--- config.mk ---
export PLATFORM = sky130hd
export DESIGN_NAME = lcd_line_timing_generator
export DESIGN_NICKNAME = d
export VERILOG_FILES = /design/src/design/lcdltg_pkg.sv /design/src/design/lcd_line_timing_generator.sv
export SDC_FILE = /design/constraint.sdc
export NUM_CORES = 1
export LEC_CHECK = 0
export ABC_AREA = 1
export BUFFER_PORTS_ARGS = -buffer_cell sky130_fd_sc_hd__buf_2
export CAP_MARGIN = 15
export CORE_MARGIN = 1
export CORE_UTILIZATION = 35
export CTS_CLUSTER_DIAMETER = 150
export DETAILED_ROUTE_END_ITERATION = 12
export SYNTH_ARGS = -nofsm -noshare
export SYNTH_HDL_FRONTEND = slang
export SYNTH_SLANG_ARGS = --single-unit
--- constraint.sdc ---
create_clock -name clock -period 5.5 [get_ports clock]
set_input_delay 0.825 -clock clock [delete_from_list [all_inputs] [get_ports clock]]
set_output_delay 0.825 -clock clock [all_outputs]
set_load 0.005 [all_outputs]
--- src/design/lcdltg_pkg.sv ---
// lcdltg_pkg: timing constants, phase encoding and result layout for the
// lcd line timing generator; no dependencies
package lcdltg_pkg;

   // field widths
   localparam int ELAPSED_W = 12;
   localparam int CNT_W     = 17;
   localparam int LINE_W    = 8;
   localparam int MATCH_W   = 8;
   localparam int CSR_IDX_W = 3;
   localparam int CSR_DAT_W = 8;

   // scanline timing
   localparam int DRAW_CLOCKS     = 960;
   localparam int HBLANK_CLOCKS   = 272;
   localparam int VISIBLE_LINES   = 160;
   localparam int TOTAL_LINES     = 228;
   localparam int HBLANK_FLAG_LAG = 46;

   localparam logic signed [CNT_W-1:0] DRAW_LEN     = CNT_W'(DRAW_CLOCKS);
   localparam logic signed [CNT_W-1:0] HBLANK_LEN   = CNT_W'(HBLANK_CLOCKS);
   localparam logic signed [CNT_W-1:0] HBLANK_LEVEL =
      CNT_W'(HBLANK_CLOCKS - HBLANK_FLAG_LAG);
   // low bound of the countdown, one bit wider than the countdown itself
   localparam logic signed [CNT_W:0]   CNT_MIN      = -(18'sd1 <<< (CNT_W - 1));

   // register indexes
   localparam logic [CSR_IDX_W-1:0] CSR_MATCH_LINE  = 3'd0;
   localparam logic [CSR_IDX_W-1:0] CSR_VBLANK_IEN  = 3'd1;
   localparam logic [CSR_IDX_W-1:0] CSR_HBLANK_IEN  = 3'd2;
   localparam logic [CSR_IDX_W-1:0] CSR_MATCH_IEN   = 3'd3;
   localparam logic [CSR_IDX_W-1:0] CSR_FORCED_BLANK = 3'd4;

   typedef enum logic [3:0] {
      PH_DRAW    = 4'b0001,
      PH_HBLANK  = 4'b0010,
      PH_VDRAW   = 4'b0100,
      PH_VHBLANK = 4'b1000
   } phase_type;

   // result item, first field in the highest bits
   typedef struct packed {
      logic                    phase_changed;
      logic                    irq_line_match;
      logic                    irq_hblank;
      logic                    irq_vblank;
      logic                    line_match;
      logic                    in_hblank;
      logic                    in_vblank;
      logic                    draw_blank_line;
      logic                    draw_request;
      logic [LINE_W-1:0]       current_line;
      logic signed [CNT_W-1:0] clocks_remaining;
   } rsp_type;

   localparam int RSP_W     = $bits(rsp_type);
   localparam int RSP_BYTES = (RSP_W + 7) / 8;
   localparam int REQ_BYTES = (ELAPSED_W + 7) / 8;

endpackage

--- src/design/lcd_line_timing_generator.sv ---
// lcd_line_timing_generator: top level, scanline phase machine and status
// flags with stream input and output registers; uses lcdltg_pkg

// Takes one transfer per clock on req_ and gives one result transfer per item
// on rsp_ when rsp_tready stays high. Each item passes an input register, then
// the update logic (saturating subtract, expiry compare, phase step and line
// advance) that also writes the countdown, phase, line counter and flags, then
// the result register. The state loop runs from the state registers through
// the update logic straight back to them, so items may follow back to back and
// the block sustains one item per clock; a stalled rsp_ side holds the result
// register and backs the input register up after one more item.
// Configuration is written through csr_we/csr_index/csr_wdata; writes to
// indexes beyond forced_blank are dropped. Reset is synchronous, active high.
module lcd_line_timing_generator
   import lcdltg_pkg::*;
(
   input  logic                     clock,
   input  logic                     reset,
   // request stream: [11:0] elapsed_clocks
   input  logic                     req_tvalid,
   output logic                     req_tready,
   input  logic [REQ_BYTES*8-1:0]   req_tdata,
   // result stream: [16:0] clocks_remaining, [24:17] current_line,
   // [25] draw_request, [26] draw_blank_line, [27] in_vblank, [28] in_hblank,
   // [29] line_match, [30] irq_vblank, [31] irq_hblank, [32] irq_line_match,
   // [33] phase_changed
   output logic                     rsp_tvalid,
   input  logic                     rsp_tready,
   output logic [RSP_BYTES*8-1:0]   rsp_tdata,
   // register writes
   input  logic                     csr_we,
   input  logic [CSR_IDX_W-1:0]     csr_index,
   input  logic [CSR_DAT_W-1:0]     csr_wdata
);

   // configuration registers
   logic [MATCH_W-1:0] match_line_ff;
   logic               vblank_ien_ff;
   logic               hblank_ien_ff;
   logic               match_ien_ff;
   logic               forced_blank_ff;

   // input stage
   logic                 in_valid_ff;
   logic [ELAPSED_W-1:0] elapsed_ff;

   // result stage
   logic    rsp_valid_ff;
   rsp_type rsp_ff;
   rsp_type rsp_in;

   // timing state
   phase_type               phase_ff,   phase_in;
   logic signed [CNT_W-1:0] cnt_ff,     cnt_in;
   logic [LINE_W-1:0]       line_ff,    line_in;
   logic                    hdone_ff,   hdone_in;
   logic                    vblank_ff,  vblank_in;
   logic                    hblank_ff,  hblank_in;
   logic                    match_ff,   match_in;

   // update datapath
   logic signed [CNT_W:0]   cnt_diff;
   logic signed [CNT_W-1:0] cnt_sat;
   logic                    expired;
   logic [LINE_W:0]         line_next;
   logic                    line_adv;
   logic                    draw_req;
   logic                    irq_v;
   logic                    irq_h;
   logic                    irq_m;
   logic                    changed;

   logic out_free;
   logic step;

   // the result register frees when empty or when its transfer completes
   assign out_free   = !rsp_valid_ff || rsp_tready;
   assign step       = in_valid_ff && out_free;
   assign req_tready = !in_valid_ff || out_free;

   assign rsp_tvalid = rsp_valid_ff;
   assign rsp_tdata  = {{(RSP_BYTES*8-RSP_W){1'b0}}, rsp_ff};

   // ---------------------------------------------------------------------
   // configuration writes
   // ---------------------------------------------------------------------
   always_ff @(posedge clock) begin
      if (reset) begin
         match_line_ff   <= '0;
         vblank_ien_ff   <= 1'b0;
         hblank_ien_ff   <= 1'b0;
         match_ien_ff    <= 1'b0;
         forced_blank_ff <= 1'b0;
      end else if (csr_we) begin
         unique case (csr_index)
            CSR_MATCH_LINE:   match_line_ff   <= csr_wdata[MATCH_W-1:0];
            CSR_VBLANK_IEN:   vblank_ien_ff   <= csr_wdata[0];
            CSR_HBLANK_IEN:   hblank_ien_ff   <= csr_wdata[0];
            CSR_MATCH_IEN:    match_ien_ff    <= csr_wdata[0];
            CSR_FORCED_BLANK: forced_blank_ff <= csr_wdata[0];
            default: ;  // unmapped index, write dropped
         endcase
      end
   end

   // ---------------------------------------------------------------------
   // countdown: subtract elapsed clocks, clamp at the low bound
   // ---------------------------------------------------------------------
   always_comb begin
      cnt_diff = $signed({cnt_ff[CNT_W-1], cnt_ff})
               - $signed({{(CNT_W+1-ELAPSED_W){1'b0}}, elapsed_ff});
      if (cnt_diff < CNT_MIN) begin
         cnt_sat = CNT_MIN[CNT_W-1:0];
      end else begin
         cnt_sat = cnt_diff[CNT_W-1:0];
      end
      // phase ends once the countdown reaches zero or goes below
      expired   = cnt_sat[CNT_W-1] || (cnt_sat == '0);
      line_next = {1'b0, line_ff} + (LINE_W+1)'(1);
   end

   // ---------------------------------------------------------------------
   // phase machine, at most one phase change per item
   // ---------------------------------------------------------------------
   always_comb begin
      phase_in  = phase_ff;
      cnt_in    = cnt_sat;
      line_in   = line_ff;
      hdone_in  = hdone_ff;
      vblank_in = vblank_ff;
      hblank_in = hblank_ff;
      match_in  = match_ff;
      line_adv  = 1'b0;
      draw_req  = 1'b0;
      irq_v     = 1'b0;
      irq_h     = 1'b0;
      irq_m     = 1'b0;
      changed   = 1'b0;

      unique case (phase_ff) inside
         PH_DRAW, PH_VDRAW: begin
            if (expired) begin
               // visible draw end asks for the line to be drawn
               if (phase_ff == PH_DRAW) begin
                  draw_req = 1'b1;
                  changed  = 1'b1;
                  phase_in = PH_HBLANK;
               end else begin
                  phase_in = PH_VHBLANK;
               end
               irq_h    = hblank_ien_ff;
               cnt_in   = cnt_sat + HBLANK_LEN;
               hdone_in = 1'b0;
            end
         end
         PH_HBLANK, PH_VHBLANK: begin
            if (expired) begin
               // line start: advance counter, hblank flag drops
               line_adv  = 1'b1;
               hblank_in = 1'b0;
               cnt_in    = cnt_sat + DRAW_LEN;
               if (phase_ff == PH_HBLANK) begin
                  changed = 1'b1;
                  if (line_next == (LINE_W+1)'(VISIBLE_LINES)) begin
                     vblank_in = 1'b1;
                     irq_v     = vblank_ien_ff;
                     phase_in  = PH_VDRAW;
                     line_in   = line_next[LINE_W-1:0];
                  end else if (line_next >= (LINE_W+1)'(TOTAL_LINES)) begin
                     // counter runs past total outside vblank: wrap, keep drawing
                     phase_in = PH_DRAW;
                     line_in  = '0;
                  end else begin
                     phase_in = PH_DRAW;
                     line_in  = line_next[LINE_W-1:0];
                  end
               end else begin
                  if (line_next >= (LINE_W+1)'(TOTAL_LINES)) begin
                     // end of frame
                     phase_in = PH_DRAW;
                     line_in  = '0;
                  end else begin
                     // vblank flag drops on the last line of the frame
                     if (line_next == (LINE_W+1)'(TOTAL_LINES - 1)) begin
                        vblank_in = 1'b0;
                     end
                     phase_in = PH_VDRAW;
                     line_in  = line_next[LINE_W-1:0];
                  end
               end
            end else if ((cnt_sat <= HBLANK_LEVEL) && !hdone_ff) begin
               // hblank flag rises late, once per line
               hblank_in = 1'b1;
               hdone_in  = 1'b1;
            end
         end
         default: begin
            phase_in = PH_DRAW;
         end
      endcase

      // line compare only after a line advance
      if (line_adv) begin
         match_in = (line_in == match_line_ff);
         irq_m    = match_in && match_ien_ff;
      end
   end

   always_comb begin
      rsp_in.clocks_remaining = cnt_in;
      rsp_in.current_line     = line_in;
      rsp_in.draw_request     = draw_req;
      rsp_in.draw_blank_line  = draw_req && forced_blank_ff;
      rsp_in.in_vblank        = vblank_in;
      rsp_in.in_hblank        = hblank_in;
      rsp_in.line_match       = match_in;
      rsp_in.irq_vblank       = irq_v;
      rsp_in.irq_hblank       = irq_h;
      rsp_in.irq_line_match   = irq_m;
      rsp_in.phase_changed    = changed;
   end

   // ---------------------------------------------------------------------
   // registers
   // ---------------------------------------------------------------------
   always_ff @(posedge clock) begin
      if (reset) begin
         in_valid_ff  <= 1'b0;
         rsp_valid_ff <= 1'b0;
         phase_ff     <= PH_DRAW;
         cnt_ff       <= DRAW_LEN;
         line_ff      <= '0;
         hdone_ff     <= 1'b0;
         vblank_ff    <= 1'b0;
         hblank_ff    <= 1'b0;
         match_ff     <= 1'b0;
      end else begin
         if (req_tready) begin
            in_valid_ff <= req_tvalid;
         end
         if (out_free) begin
            rsp_valid_ff <= in_valid_ff;
         end
         if (step) begin
            phase_ff  <= phase_in;
            cnt_ff    <= cnt_in;
            line_ff   <= line_in;
            hdone_ff  <= hdone_in;
            vblank_ff <= vblank_in;
            hblank_ff <= hblank_in;
            match_ff  <= match_in;
         end
      end
   end

   // payload, no reset
   always_ff @(posedge clock) begin
      if (req_tready && req_tvalid) begin
         elapsed_ff <= req_tdata[ELAPSED_W-1:0];
      end
      if (step) begin
         rsp_ff <= rsp_in;
      end
   end

   // ---------------------------------------------------------------------
   // checks
   // ---------------------------------------------------------------------
`ifndef ASSERT_OFF
   // line counter never leaves the frame
   a_line_range: assert property (@(posedge clock) disable iff (reset)
      line_ff < LINE_W'(TOTAL_LINES))
      else $error("line counter beyond frame");

   // a draw request only comes with the end of a visible draw phase
   a_draw_changed: assert property (@(posedge clock) disable iff (reset)
      rsp_valid_ff && rsp_ff.draw_request |-> rsp_ff.phase_changed && !rsp_ff.irq_vblank)
      else $error("draw request without visible draw end");

   // vblank interrupt only with the vblank flag set and the line at the visible end
   a_vblank_irq: assert property (@(posedge clock) disable iff (reset)
      rsp_valid_ff && rsp_ff.irq_vblank |->
         rsp_ff.in_vblank && (rsp_ff.current_line == LINE_W'(VISIBLE_LINES)))
      else $error("vblank interrupt out of place");

   // a stalled result keeps the timing state frozen
   a_stall_hold: assert property (@(posedge clock) disable iff (reset)
      rsp_valid_ff && !rsp_tready |=> $stable(line_ff) && $stable(cnt_ff))
      else $error("state moved while result stalled");
`endif

endmodule

==> flow_metrics.py, run 1 <==
metrics = {
    "worst_setup_path": {
        "cp.arrival_ps": 4350,
        "worstReg2RegStart": "cnt_ff[0]",
        "r2r_end": "rsp_tdata[32]",
        "crit_type": "flip-flop to flip-flop",
        "reg2reg_depth": 28,
        "crit_slowest_cell": "fa_1",
        "crit_path_end": "rsp_tdata[32]",
        "crit_path_start_kind": "flip-flop",
        "cp_common_cell": "nand2_1",
        "cp_data_required_time_ps": 5710,
        "end_kind": "flip-flop",
        "crit_path_start": "cnt_ff[0]",
        "max_stage_delay_ps": 430,
        "critPathMaxFanout": 24,
        "rrSetupSlack_ps": 1360,
    },
    "clock_tree": {
        "cts_max_level": 3,
        "clkTransAtPathRegs_ps": 70,
        "ctsResizeCount": 0,
        "root_buffer": "clkbuf_16",
        "clock_path_buffers": 2,
        "cts_buffers": 9,
        "clkSinkCount": 93,
        "cts_tree": "yes",
        "postCtsSetupBuffers": 0,
        "cts_hold_buffers": 0,
        "clock_latency_ps": 360,
    },
    "final_layout": {
        "fin_nets": 932,
        "final_common_cell": "nand2_1",
        "final_layout_size_suffix_gt1_frac": 0.131,
        "layoutNonFillerInstCount": 1099,
        "n_antenna_cell": 0,
        "final_cell_mix": "192 x nand2_1, 150 x inv_1, 71 x nor2_1",
        "area_delta_synth_final_pct": 14.0,
    },
    "placement": {
        "hpwlAfterDp_um": 10500,
        "placed_cells": 1083,
        "place_congestion": 0.878,
        "numPortBuffers": 63,
    },
    "detailed_routing": {
        "ant_nets": 0,
        "routed_wirelength_um": 14100,
        "wire_per_inst_um": 12.8,
        "route.detailed.drc": 0,
        "via_per_inst": 4.73,
        "drt_iter0_markers": 293,
        "vias": 5196,
        "dr.pass1.iters": 4,
    },
    "sta": {
        "post-route-min-period_ps": 4140,
        "slew_violations": 0,
        "worst_pin_slew_ps": 906,
        "clock.fmax_mhz": 241,
        "grt_setup_unrepaired": "false",
        "worst_clock_skew_ps": 10.1,
        "tns_ps": 0,
        "setup_viol": 0,
        "relSlewSlack": 0.395,
        "finalCritPeriodShare": 0.753,
        "hold_viol": 0,
    },
    "die": {
        "die_w_um": 131,
        "dieArea_um2": 17100,
        "coreArea_um2": 16100,
        "start_util": 0.362,
        "rows": 46,
        "ios": 74,
        "die_h_um": 131,
    },
    "power": {
        "vdd_drop_max_mv": 0.155,
        "leakagePower_nw": 3.25,
        "power_density_nw_per_um2": 340,
    },
    "synthesis": {
        "syn_area_um2": 5820,
        "avgSynthCellArea_um2": 7.09,
        "yosysWarnings": 0,
        "synth_cells": 821,
        "ys_seq_area_frac": 0.399,
        "synth_cell_types": 41,
        "ys_ff_latch": 93,
    },
    "run_status": {
        "status": "finished, final reports clean",
    },
    "global_route": {
        "antenna_found_initial": 0,
        "grt_pass1_vias": 4549,
        "overflow": 0,
        "globalRouteTotalUtil": 0.177,
        "grt_pass1_wl_um": 23000,
        "grt_max_degree": 38,
    },
    "worst_hold_path": {
        "holdCritPathClass": "flip-flop to flip-flop",
        "min_from": "hdone_ff",
    },
    "flow_run": {
        "timing.max_cap.violations": 0,
    },
}
logic make-up (layout without fill, tap and decap cells):
family,after synthesis,count (layout),synth area share
flip-flops,93,93,0.399
XOR/XNOR,11,11,0.0166
adder cells (fa/ha/maj),22,22,0.0486
other,1,6,0.000645
buffers and inverters,181,238,0.124
AO/OA/AOI/OAI,135,135,0.124
AND/OR/NAND/NOR,378,378,0.287
per-stage QoR:
step / util / hold WS, ps / worst slack (ps) / cell area [µm²] / total power [mW]
2_1_floorplan: - / 431 / 2070 / 5840 / 1.40
6_report: 0.413 / 464 / 1360 / 6630 / 2.25
3_5_place_dp: 0.392 / 455 / 1420 / 6300 / 1.59
3_3_place_gp: 0.392 / 447 / 1440 / 6300 / 1.58
4_1_cts: 0.413 / 465 / 1390 / 6630 / 2.27
5_1_grt: 0.413 / 490 / 895 / 6630 / 2.41
worst min path at each step:
stage | end | cells past startpoint | slack, ps
3_3_place_gp | hdone_ff | 2 | 450
6_report | hdone_ff | 2 | 460
4_1_cts | hdone_ff | 2 | 470
2_1_floorplan | forced_blank_ff | 2 | 430
3_5_place_dp | hdone_ff | 2 | 460
5_1_grt | cnt_ff[8] | 2 | 490
state kept, by name, summed over array words and instances (netlist names):
| signal | count |
|---|---|
| cnt_ff | 17 |
| elapsed_ff | 12 |
| forced_blank_ff | 1 |
| hblank_ff | 1 |
| hblank_ien_ff | 1 |
| hdone_ff | 1 |
| in_valid_ff | 1 |
| line_ff | 8 |
| match_ff | 1 |
| match_ien_ff | 1 |
| match_line_ff | 8 |
| phase_ff | 4 |
| rsp_tdata | 34 |
| rsp_tvalid | 1 |
| vblank_ff | 1 |
| vblank_ien_ff | 1 |
critical path, delay by kind of cell, from the launching register on:
family          cells  cell delay [ps]
flops               1              310
buf+inv             4              370
simple gates       20             2420
compound gates      1              120
fa+ha+maj           3              770
cells in the mapped netlist, drive strengths merged:
master	n	area (µm²)
a2111oi	1	8.76
a21oi	53	265
a22oi	1	7.51
a31oi	3	18.8
a32o	1	10.0
and2	3	18.8
and3	1	6.26
buf	11	85.1
clkbuf	13	48.8
conb	1	3.75
dfxtp	47	941
edfxtp	46	1380
fa	1	20.0
ha	21	263
inv	157	589
nand2	204	816
nand3	63	330
nand4	8	50.1
nor2	77	309
nor3	14	85.1
nor3b	2	15.0
nor4	4	25.0
o211ai	3	32.5
o21ai	70	354
o221ai	1	8.76
o31ai	2	15.0
or2	2	12.5
xnor2	4	35.0
xor2	7	61.3
layout make-up:
cell class | count | area [µm²]
Clock buffer | 12 | 279
Inverter | 157 | 589
Fill cell | 1729 | 9430
Timing Repair Buffer | 65 | 330
Clock inverter | 4 | 51.3
Tap cell | 216 | 270
Sequential cell | 93 | 2320
Multi-Input combinational cell | 552 | 2790
where the power goes:
| group | internal, mW | switching, mW |
|---|---|---|
| Combinational | 0.231 | 0.509 |
| Clock | 0.407 | 0.270 |
| Sequential | 0.807 | 0.0283 |
per-layer routing:
| metal | wire, µm | track usage |
|---|---|---|
| met5 | 0 | 0 |
| met4 | 229 | 0.0710 |
| met3 | 670 | 0.0269 |
| met2 | 5880 | 0.264 |
| met1 | 7280 | 0.254 |
No activity file was read; power rests on OpenSTA's default activity.
==> run 2, diff against run 1 <==
--- a/config.mk
+++ b/config.mk
@@ -5,7 +5,7 @@
 export SDC_FILE = /design/constraint.sdc
 export NUM_CORES = 1
 export LEC_CHECK = 0
-export ABC_AREA = 1
+export ABC_AREA = 0
 export BUFFER_PORTS_ARGS = -buffer_cell sky130_fd_sc_hd__buf_2
 export CAP_MARGIN = 15
 export CORE_MARGIN = 1
==> constraint.sdc (replaced) <==
create_clock -name clock -period 3.5 [get_ports clock]
set_input_delay 0.525 -clock clock [delete_from_list [all_inputs] [get_ports clock]]
set_output_delay 0.525 -clock clock [all_outputs]
set_load 0.005 [all_outputs]
==> flow_metrics.py, run 2 <==
metrics = {
    "run_status": {
        "status": "complete, but fails checks",
        "failed_checks": "negative setup slack",
    },
    "synthesis": {
        "ys_seq_area_frac": 0.395,
        "synth_compound_area_frac": 0.207,
        "syn_area_um2": 5880,
        "avgSynthCellArea_um2": 8.82,
        "synth_edf_count": 46,
        "synth_cell_types": 88,
        "yosysWarnings": 0,
        "ys.flop_type": "dfxtp_1",
        "synth.most_common_cell": "nand2_1",
        "synth.largest_area_cell": "edfxtp_1",
        "synthAdderAreaFrac": 0.0481,
        "synth_cells": 667,
        "synthTopCellsByArea": "edfxtp_1 23%, dfxtp_1 16%, nand2_1 4.8%, ha_1 4.5%, nor2_1 4.3%",
        "synth_top_family_by_area": "simple AND/OR/NAND/NOR gates",
        "yosys.area_share.simple": 0.234,
        "synth-xor-area-share": 0.0459,
        "async_reset_ff_frac": 0,
        "ys_ff_latch": 93,
        "netlist_top_cells_count": "75 x nand2_1, 68 x nor2_1, 49 x a21oi_1",
        "yosys-mux-area-fraction": 0.0189,
        "synth_top_area_frac": 0.235,
    },
    "detailed_routing": {
        "ant_nets": 0,
        "drt_iter0_markers": 249,
        "dr.pass1.iters": 4,
        "route.detailed.drc": 0,
        "vias": 5669,
        "wire_per_inst_um": 16.1,
        "via_per_inst": 5.22,
        "routed_wirelength_um": 17500,
    },
    "power": {
        "p_switching_mw": 1.49,
        "seqPwrFrac": 0.309,
        "power.internal_mw": 2.74,
        "p_sw_frac": 0.353,
        "vdd_drop_max_mv": 0.318,
        "finalPower_mw": 4.24,
        "power_frac_clock": 0.239,
        "leakagePower_nw": 3.50,
        "power_density_nw_per_um2": 501,
        "pwr-share-comb": 0.452,
    },
    "final_layout": {
        "layoutNonFillerInstCount": 1087,
        "final_common_cell": "buf_4",
        "area_delta_synth_final_pct": 43.8,
        "final_cell_mix": "132 x buf_4, 70 x nand2_1, 64 x nor2_1",
        "final_area_um2": 8460,
        "final_layout_size_suffix_gt1_frac": 0.400,
        "largest_reg_flops": 34,
        "n_antenna_cell": 0,
        "fin_nets": 916,
    },
    "global_route": {
        "grt_pass1_vias": 5621,
        "antenna_found_initial": 0,
        "grt_pass1_wl_um": 28000,
        "overflow": 0,
        "grt_max_degree": 50,
        "globalRouteTotalUtil": 0.204,
    },
    "sta": {
        "setup_viol": 59,
        "finalCritPeriodShare": 1.23,
        "grt_setup_unrepaired": "true",
        "relSlewSlack": 0.290,
        "slew_violations": 0,
        "worst_pin_slew_ps": 1070,
        "worst_clock_skew_ps": 5.34,
        "post-route-min-period_ps": 4320,
        "fin_ws_ps": -819,
        "clock.fmax_mhz": 232,
        "hold_viol": 0,
        "tns_ps": -33410,
    },
    "die": {
        "ios": 74,
        "rows": 47,
        "die_h_um": 132,
        "dieArea_um2": 17300,
        "die_w_um": 132,
        "coreArea_um2": 16500,
        "start_util": 0.357,
    },
    "worst_setup_path": {
        "crit_type": "flip-flop to flip-flop",
        "critPathMaxFanout": 6,
        "end_kind": "flip-flop",
        "cp.arrival_ps": 4580,
        "crit_path_start_kind": "flip-flop",
        "rrSetupSlack_ps": -820,
        "cp_data_required_time_ps": 3760,
    },
    "clock_tree": {
        "root_buffer": "clkbuf_16",
        "clock_latency_ps": 360,
        "cts_buffers": 9,
        "clock_path_buffers": 2,
        "clkSinkCount": 93,
        "cts_tree": "yes",
        "clkTransAtPathRegs_ps": 70,
        "cts_hold_buffers": 0,
        "cts_max_level": 3,
    },
    "worst_hold_path": {
        "holdCritPathClass": "input port to flip-flop",
    },
    "placement": {
        "place_congestion": 0.922,
        "numPortBuffers": 63,
        "hpwlAfterDp_um": 12800,
        "placed_cells": 1043,
        "dpl_worst_slack_ps": -916,
        "dpl_cell_area_um2": 7390,
    },
    "flow_run": {
        "timing.max_cap.violations": 0,
    },
}
run 2: cell types whose count changed in the layout (fill, tap and decap cells not counted), sizes merged, moves of 12 or more:
cell,delta
and3,+14
nor3,+12
nand2,-129
inv,-125
o21ai,-44
buf,+154
nand3,-46
xnor2,+15
and2,+13
run 2: worst max-delay path, stage by stage (launching register included):
cell	delay, ps
edfxtp_1	380
ha_4	150
inv_2	40
fa_2	360
a211oi_4	250
o21ai_2	90
a211oi_2	230
buf_4	160
a21o_1	120
o31a_1	250
nand2_1	130
ha_1	260
nand4_1	160
o22ai_4	110
buf_6	130
o21a_4	210
buf_4	130
buf_6	110
a31oi_4	140
a31oi_4	60
xor2_1	250
o2111ai_2	180
o32ai_1	300
run 2: power groups by stage:
stage                     clock, mW  sequential [mW]  combinational [mW]
after floorplan                   0             1.32               0.909
after global placement            0             1.33                1.59
after detailed placement          0             1.33                1.62
after CTS                      1.04             1.31                1.79
after global routing           1.07             1.32                2.06
final                          1.01             1.31                1.91
run 2: logic make-up (layout without fill, tap and decap cells):
group                    count (synthesis)  in the layout
other                                    1              6
flip-flops                              93             93
AND/OR/NAND/NOR                        271            271
multiplexers                            11             11
XOR/XNOR                                30             30
AO/OA/AOI/OAI                          168            168
buffers and inverters                   71            266
adder cells (fa/ha/maj)                 22             22
run 2: what timing repair did:
item / CTS / global route
gates resized for setup: 51 / 63
pin swaps: 43 / 42
setup buffers: 19 / 16
setup endpoints to repair: 59 / 59
run 2: worst paths after layout:
| kind | startpoint | endpoint | cells after the start |
|---|---|---|---|
| max reg2reg | elapsed_ff[0] | match_ff | 22 |
| min reg2reg | match_line_ff[3] | match_line_ff[3] | 2 |
| max | elapsed_ff[0] | match_ff | 22 |
| min | req_tdata[5] | elapsed_ff[5] | 1 |
run 2: layout make-up:
cell class                 count  area, µm²
clock inverter                 3       26.3
multi-input combinational    508       3850
fill                        1515       8010
tap                          220        275
sequential                    93       2320
timing repair buffer         219       1580
clock buffer                  13        282
inverter                      31        124
run 2: through the flow:
stage          hold slack, ps  utilization
2_1_floorplan             432            -
5_1_grt                   335        0.514
4_1_cts                   328        0.492
3_5_place_dp              451        0.449
6_report                  335        0.514
3_3_place_gp              441        0.449
run 2: routing by layer:
metal  global-route usage  part of all wire  vias to the layer above
met5                    0                 0                        -
met4               0.0788             0.022                        0
met3               0.0324             0.030                       33
met2                0.370              0.52                      141
met1                0.238              0.43                     2701
li1                     -                 -                     2794
==> run 3, diff against run 2 <==
--- a/config.mk
+++ b/config.mk
@@ -8,8 +8,8 @@
 export ABC_AREA = 0
 export BUFFER_PORTS_ARGS = -buffer_cell sky130_fd_sc_hd__buf_2
 export CAP_MARGIN = 15
-export CORE_MARGIN = 1
 export CORE_UTILIZATION = 35
+export CTS_BUF_LIST = sky130_fd_sc_hd__clkbuf_8
 export CTS_CLUSTER_DIAMETER = 150
 export DETAILED_ROUTE_END_ITERATION = 12
 export SYNTH_ARGS = -nofsm -noshare
==> flow_metrics.py, run 3 (synthesized netlist as in run 2, its figures left out) <==
metrics = {
    "worst_setup_path": {
        "worstReg2RegStart": "elapsed_ff[0]",
        "crit_path_start": "elapsed_ff[0]",
        "cp.arrival_ps": 4560,
        "path_buf_inv": 3,
        "crit_slowest_cell": "edfxtp_1",
        "crit_family": "compound AO/OA/AOI/OAI gates",
        "crit_type": "flip-flop to flip-flop",
        "critPathMaxFanout": 6,
        "end_kind": "flip-flop",
        "crit_path_start_kind": "flip-flop",
        "cp_data_required_time_ps": 3790,
        "max_stage_delay_ps": 430,
        "crit_chain": "ha_4 -> inv_2 -> fa_2 -> a211oi_4 -> o21ai_2 -> a211oi_2 -> buf_4 -> a21o_1 -> o31a_1 -> and2_4 -> inv_4 -> ha_4 -> nand2_2 -> a211oi_2 -> and3_4 -> nor2_4 -> or3_4 -> a2111o_1 -> and3_1 -> a211o_1 -> o21a_1",
    },
    "placement": {
        "dpl_worst_slack_ps": -916,
        "placed_cells": 1043,
        "numPortBuffers": 63,
        "hpwlAfterDp_um": 12800,
        "place_congestion": 0.922,
    },
    "final_layout": {
        "n_antenna_cell": 0,
        "fin_nets": 907,
        "register_area_um2": 2320,
        "final_common_cell": "buf_4",
        "largest_reg_flops": 34,
        "final_cell_mix": "137 x buf_4, 71 x nand2_1, 64 x nor2_1",
        "final_layout_size_suffix_gt1_frac": 0.376,
        "fill_cells": 1561,
        "area_delta_synth_final_pct": 37.9,
        "multiInputGateArea_um2": 3720,
        "layoutNonFillerInstCount": 1078,
    },
    "detailed_routing": {
        "vias": 5570,
        "routed_wirelength_um": 17100,
        "route.detailed.drc": 0,
        "via_per_inst": 5.17,
        "dr.pass1.iters": 5,
        "wire_per_inst_um": 15.9,
        "drt_iter0_markers": 242,
        "ant_nets": 0,
    },
    "die": {
        "rows": 47,
        "ios": 74,
        "coreArea_um2": 16500,
        "start_util": 0.357,
        "die_w_um": 132,
        "dieArea_um2": 17300,
        "die_h_um": 132,
    },
    "clock_tree": {
        "clkSinkCount": 93,
        "root_buffer": "clkbuf_8",
        "clkTransAtPathRegs_ps": 100,
        "clock_path_buffers": 2,
        "cts_max_level": 3,
        "clock_latency_ps": 390,
        "cts_buffers": 9,
        "cts_tree": "yes",
    },
    "sta": {
        "worst_clock_skew_ps": 10.2,
        "post-route-min-period_ps": 4270,
        "tns_ps": -31370,
        "grt_setup_unrepaired": "true",
        "worst_pin_slew_ps": 1040,
        "slew_violations": 0,
        "hold_viol": 0,
        "finalCritPeriodShare": 1.22,
        "relSlewSlack": 0.308,
        "setup_viol": 59,
        "holdWs_ps": 309,
        "fin_ws_ps": -769,
        "clock.fmax_mhz": 234,
    },
    "worst_hold_path": {
        "holdCritPathClass": "input port to flip-flop",
        "min_from": "req_tdata[0]",
    },
    "run_status": {
        "status": "complete, but fails checks",
        "failed_checks": "negative setup slack",
    },
    "global_route": {
        "overflow": 0,
        "grt_pass1_vias": 5575,
        "globalRouteTotalUtil": 0.202,
        "antenna_found_initial": 0,
        "grt_pass1_wl_um": 27700,
        "grt_max_degree": 50,
    },
    "power": {
        "leakagePower_nw": 3.39,
        "vdd_drop_max_mv": 0.213,
        "power_density_nw_per_um2": 483,
    },
    "flow_run": {
        "timing.max_cap.violations": 0,
    },
}
run 3: layer usage:
metal / vias to the layer above / wire length, µm / GRT usage
li1: 2765 / - / -
met1: 2652 / 7390 / 0.237
met2: 120 / 8640 / 0.361
met3: 33 / 619 / 0.0336
met4: 0 / 468 / 0.0814
met5: - / 0 / 0
run 3: stage by stage:
step / total power, mW / cell area [µm²] / util
2_1_floorplan: 2.23 / 6030 / -
3_3_place_gp: 2.92 / 7390 / 0.449
3_5_place_dp: 2.95 / 7390 / 0.449
4_1_cts: 3.90 / 8000 / 0.486
5_1_grt: 4.14 / 8110 / 0.492
6_report: 3.92 / 8110 / 0.492
run 3: final cells by class:
class	count	share of cell area
clock inverter	5	0.00741
clock buffer	11	0.0187
inverter	31	0.0147
multi-input combinational	508	0.459
tap	220	0.0339
timing repair buffer	210	0.180
sequential	93	0.287
run 3: power breakdown:
group          total [mW]  internal [mW]  switching, mW
logic                1.82          0.872          0.952
registers            1.31           1.26         0.0478
clock network       0.786          0.372          0.414
run 3: worst paths after layout:
| check | slack [ps] | cells after the start | end |
|---|---|---|---|
| max | -770 | 21 | cnt_ff[10] |
| min | 310 | 1 | elapsed_ff[0] |
| max reg2reg | -770 | 21 | cnt_ff[10] |
| min reg2reg | 470 | 2 | hblank_ff |
run 3: what timing repair did:
item / 4_1_cts / 5_1_grt
resized for setup: 53 / 19
setup buffers: 17 / 4
gates cloned: 0 / 0
setup endpoints to repair: 59 / 59
pin swaps: 37 / 14
hold buffers: 0 / 0
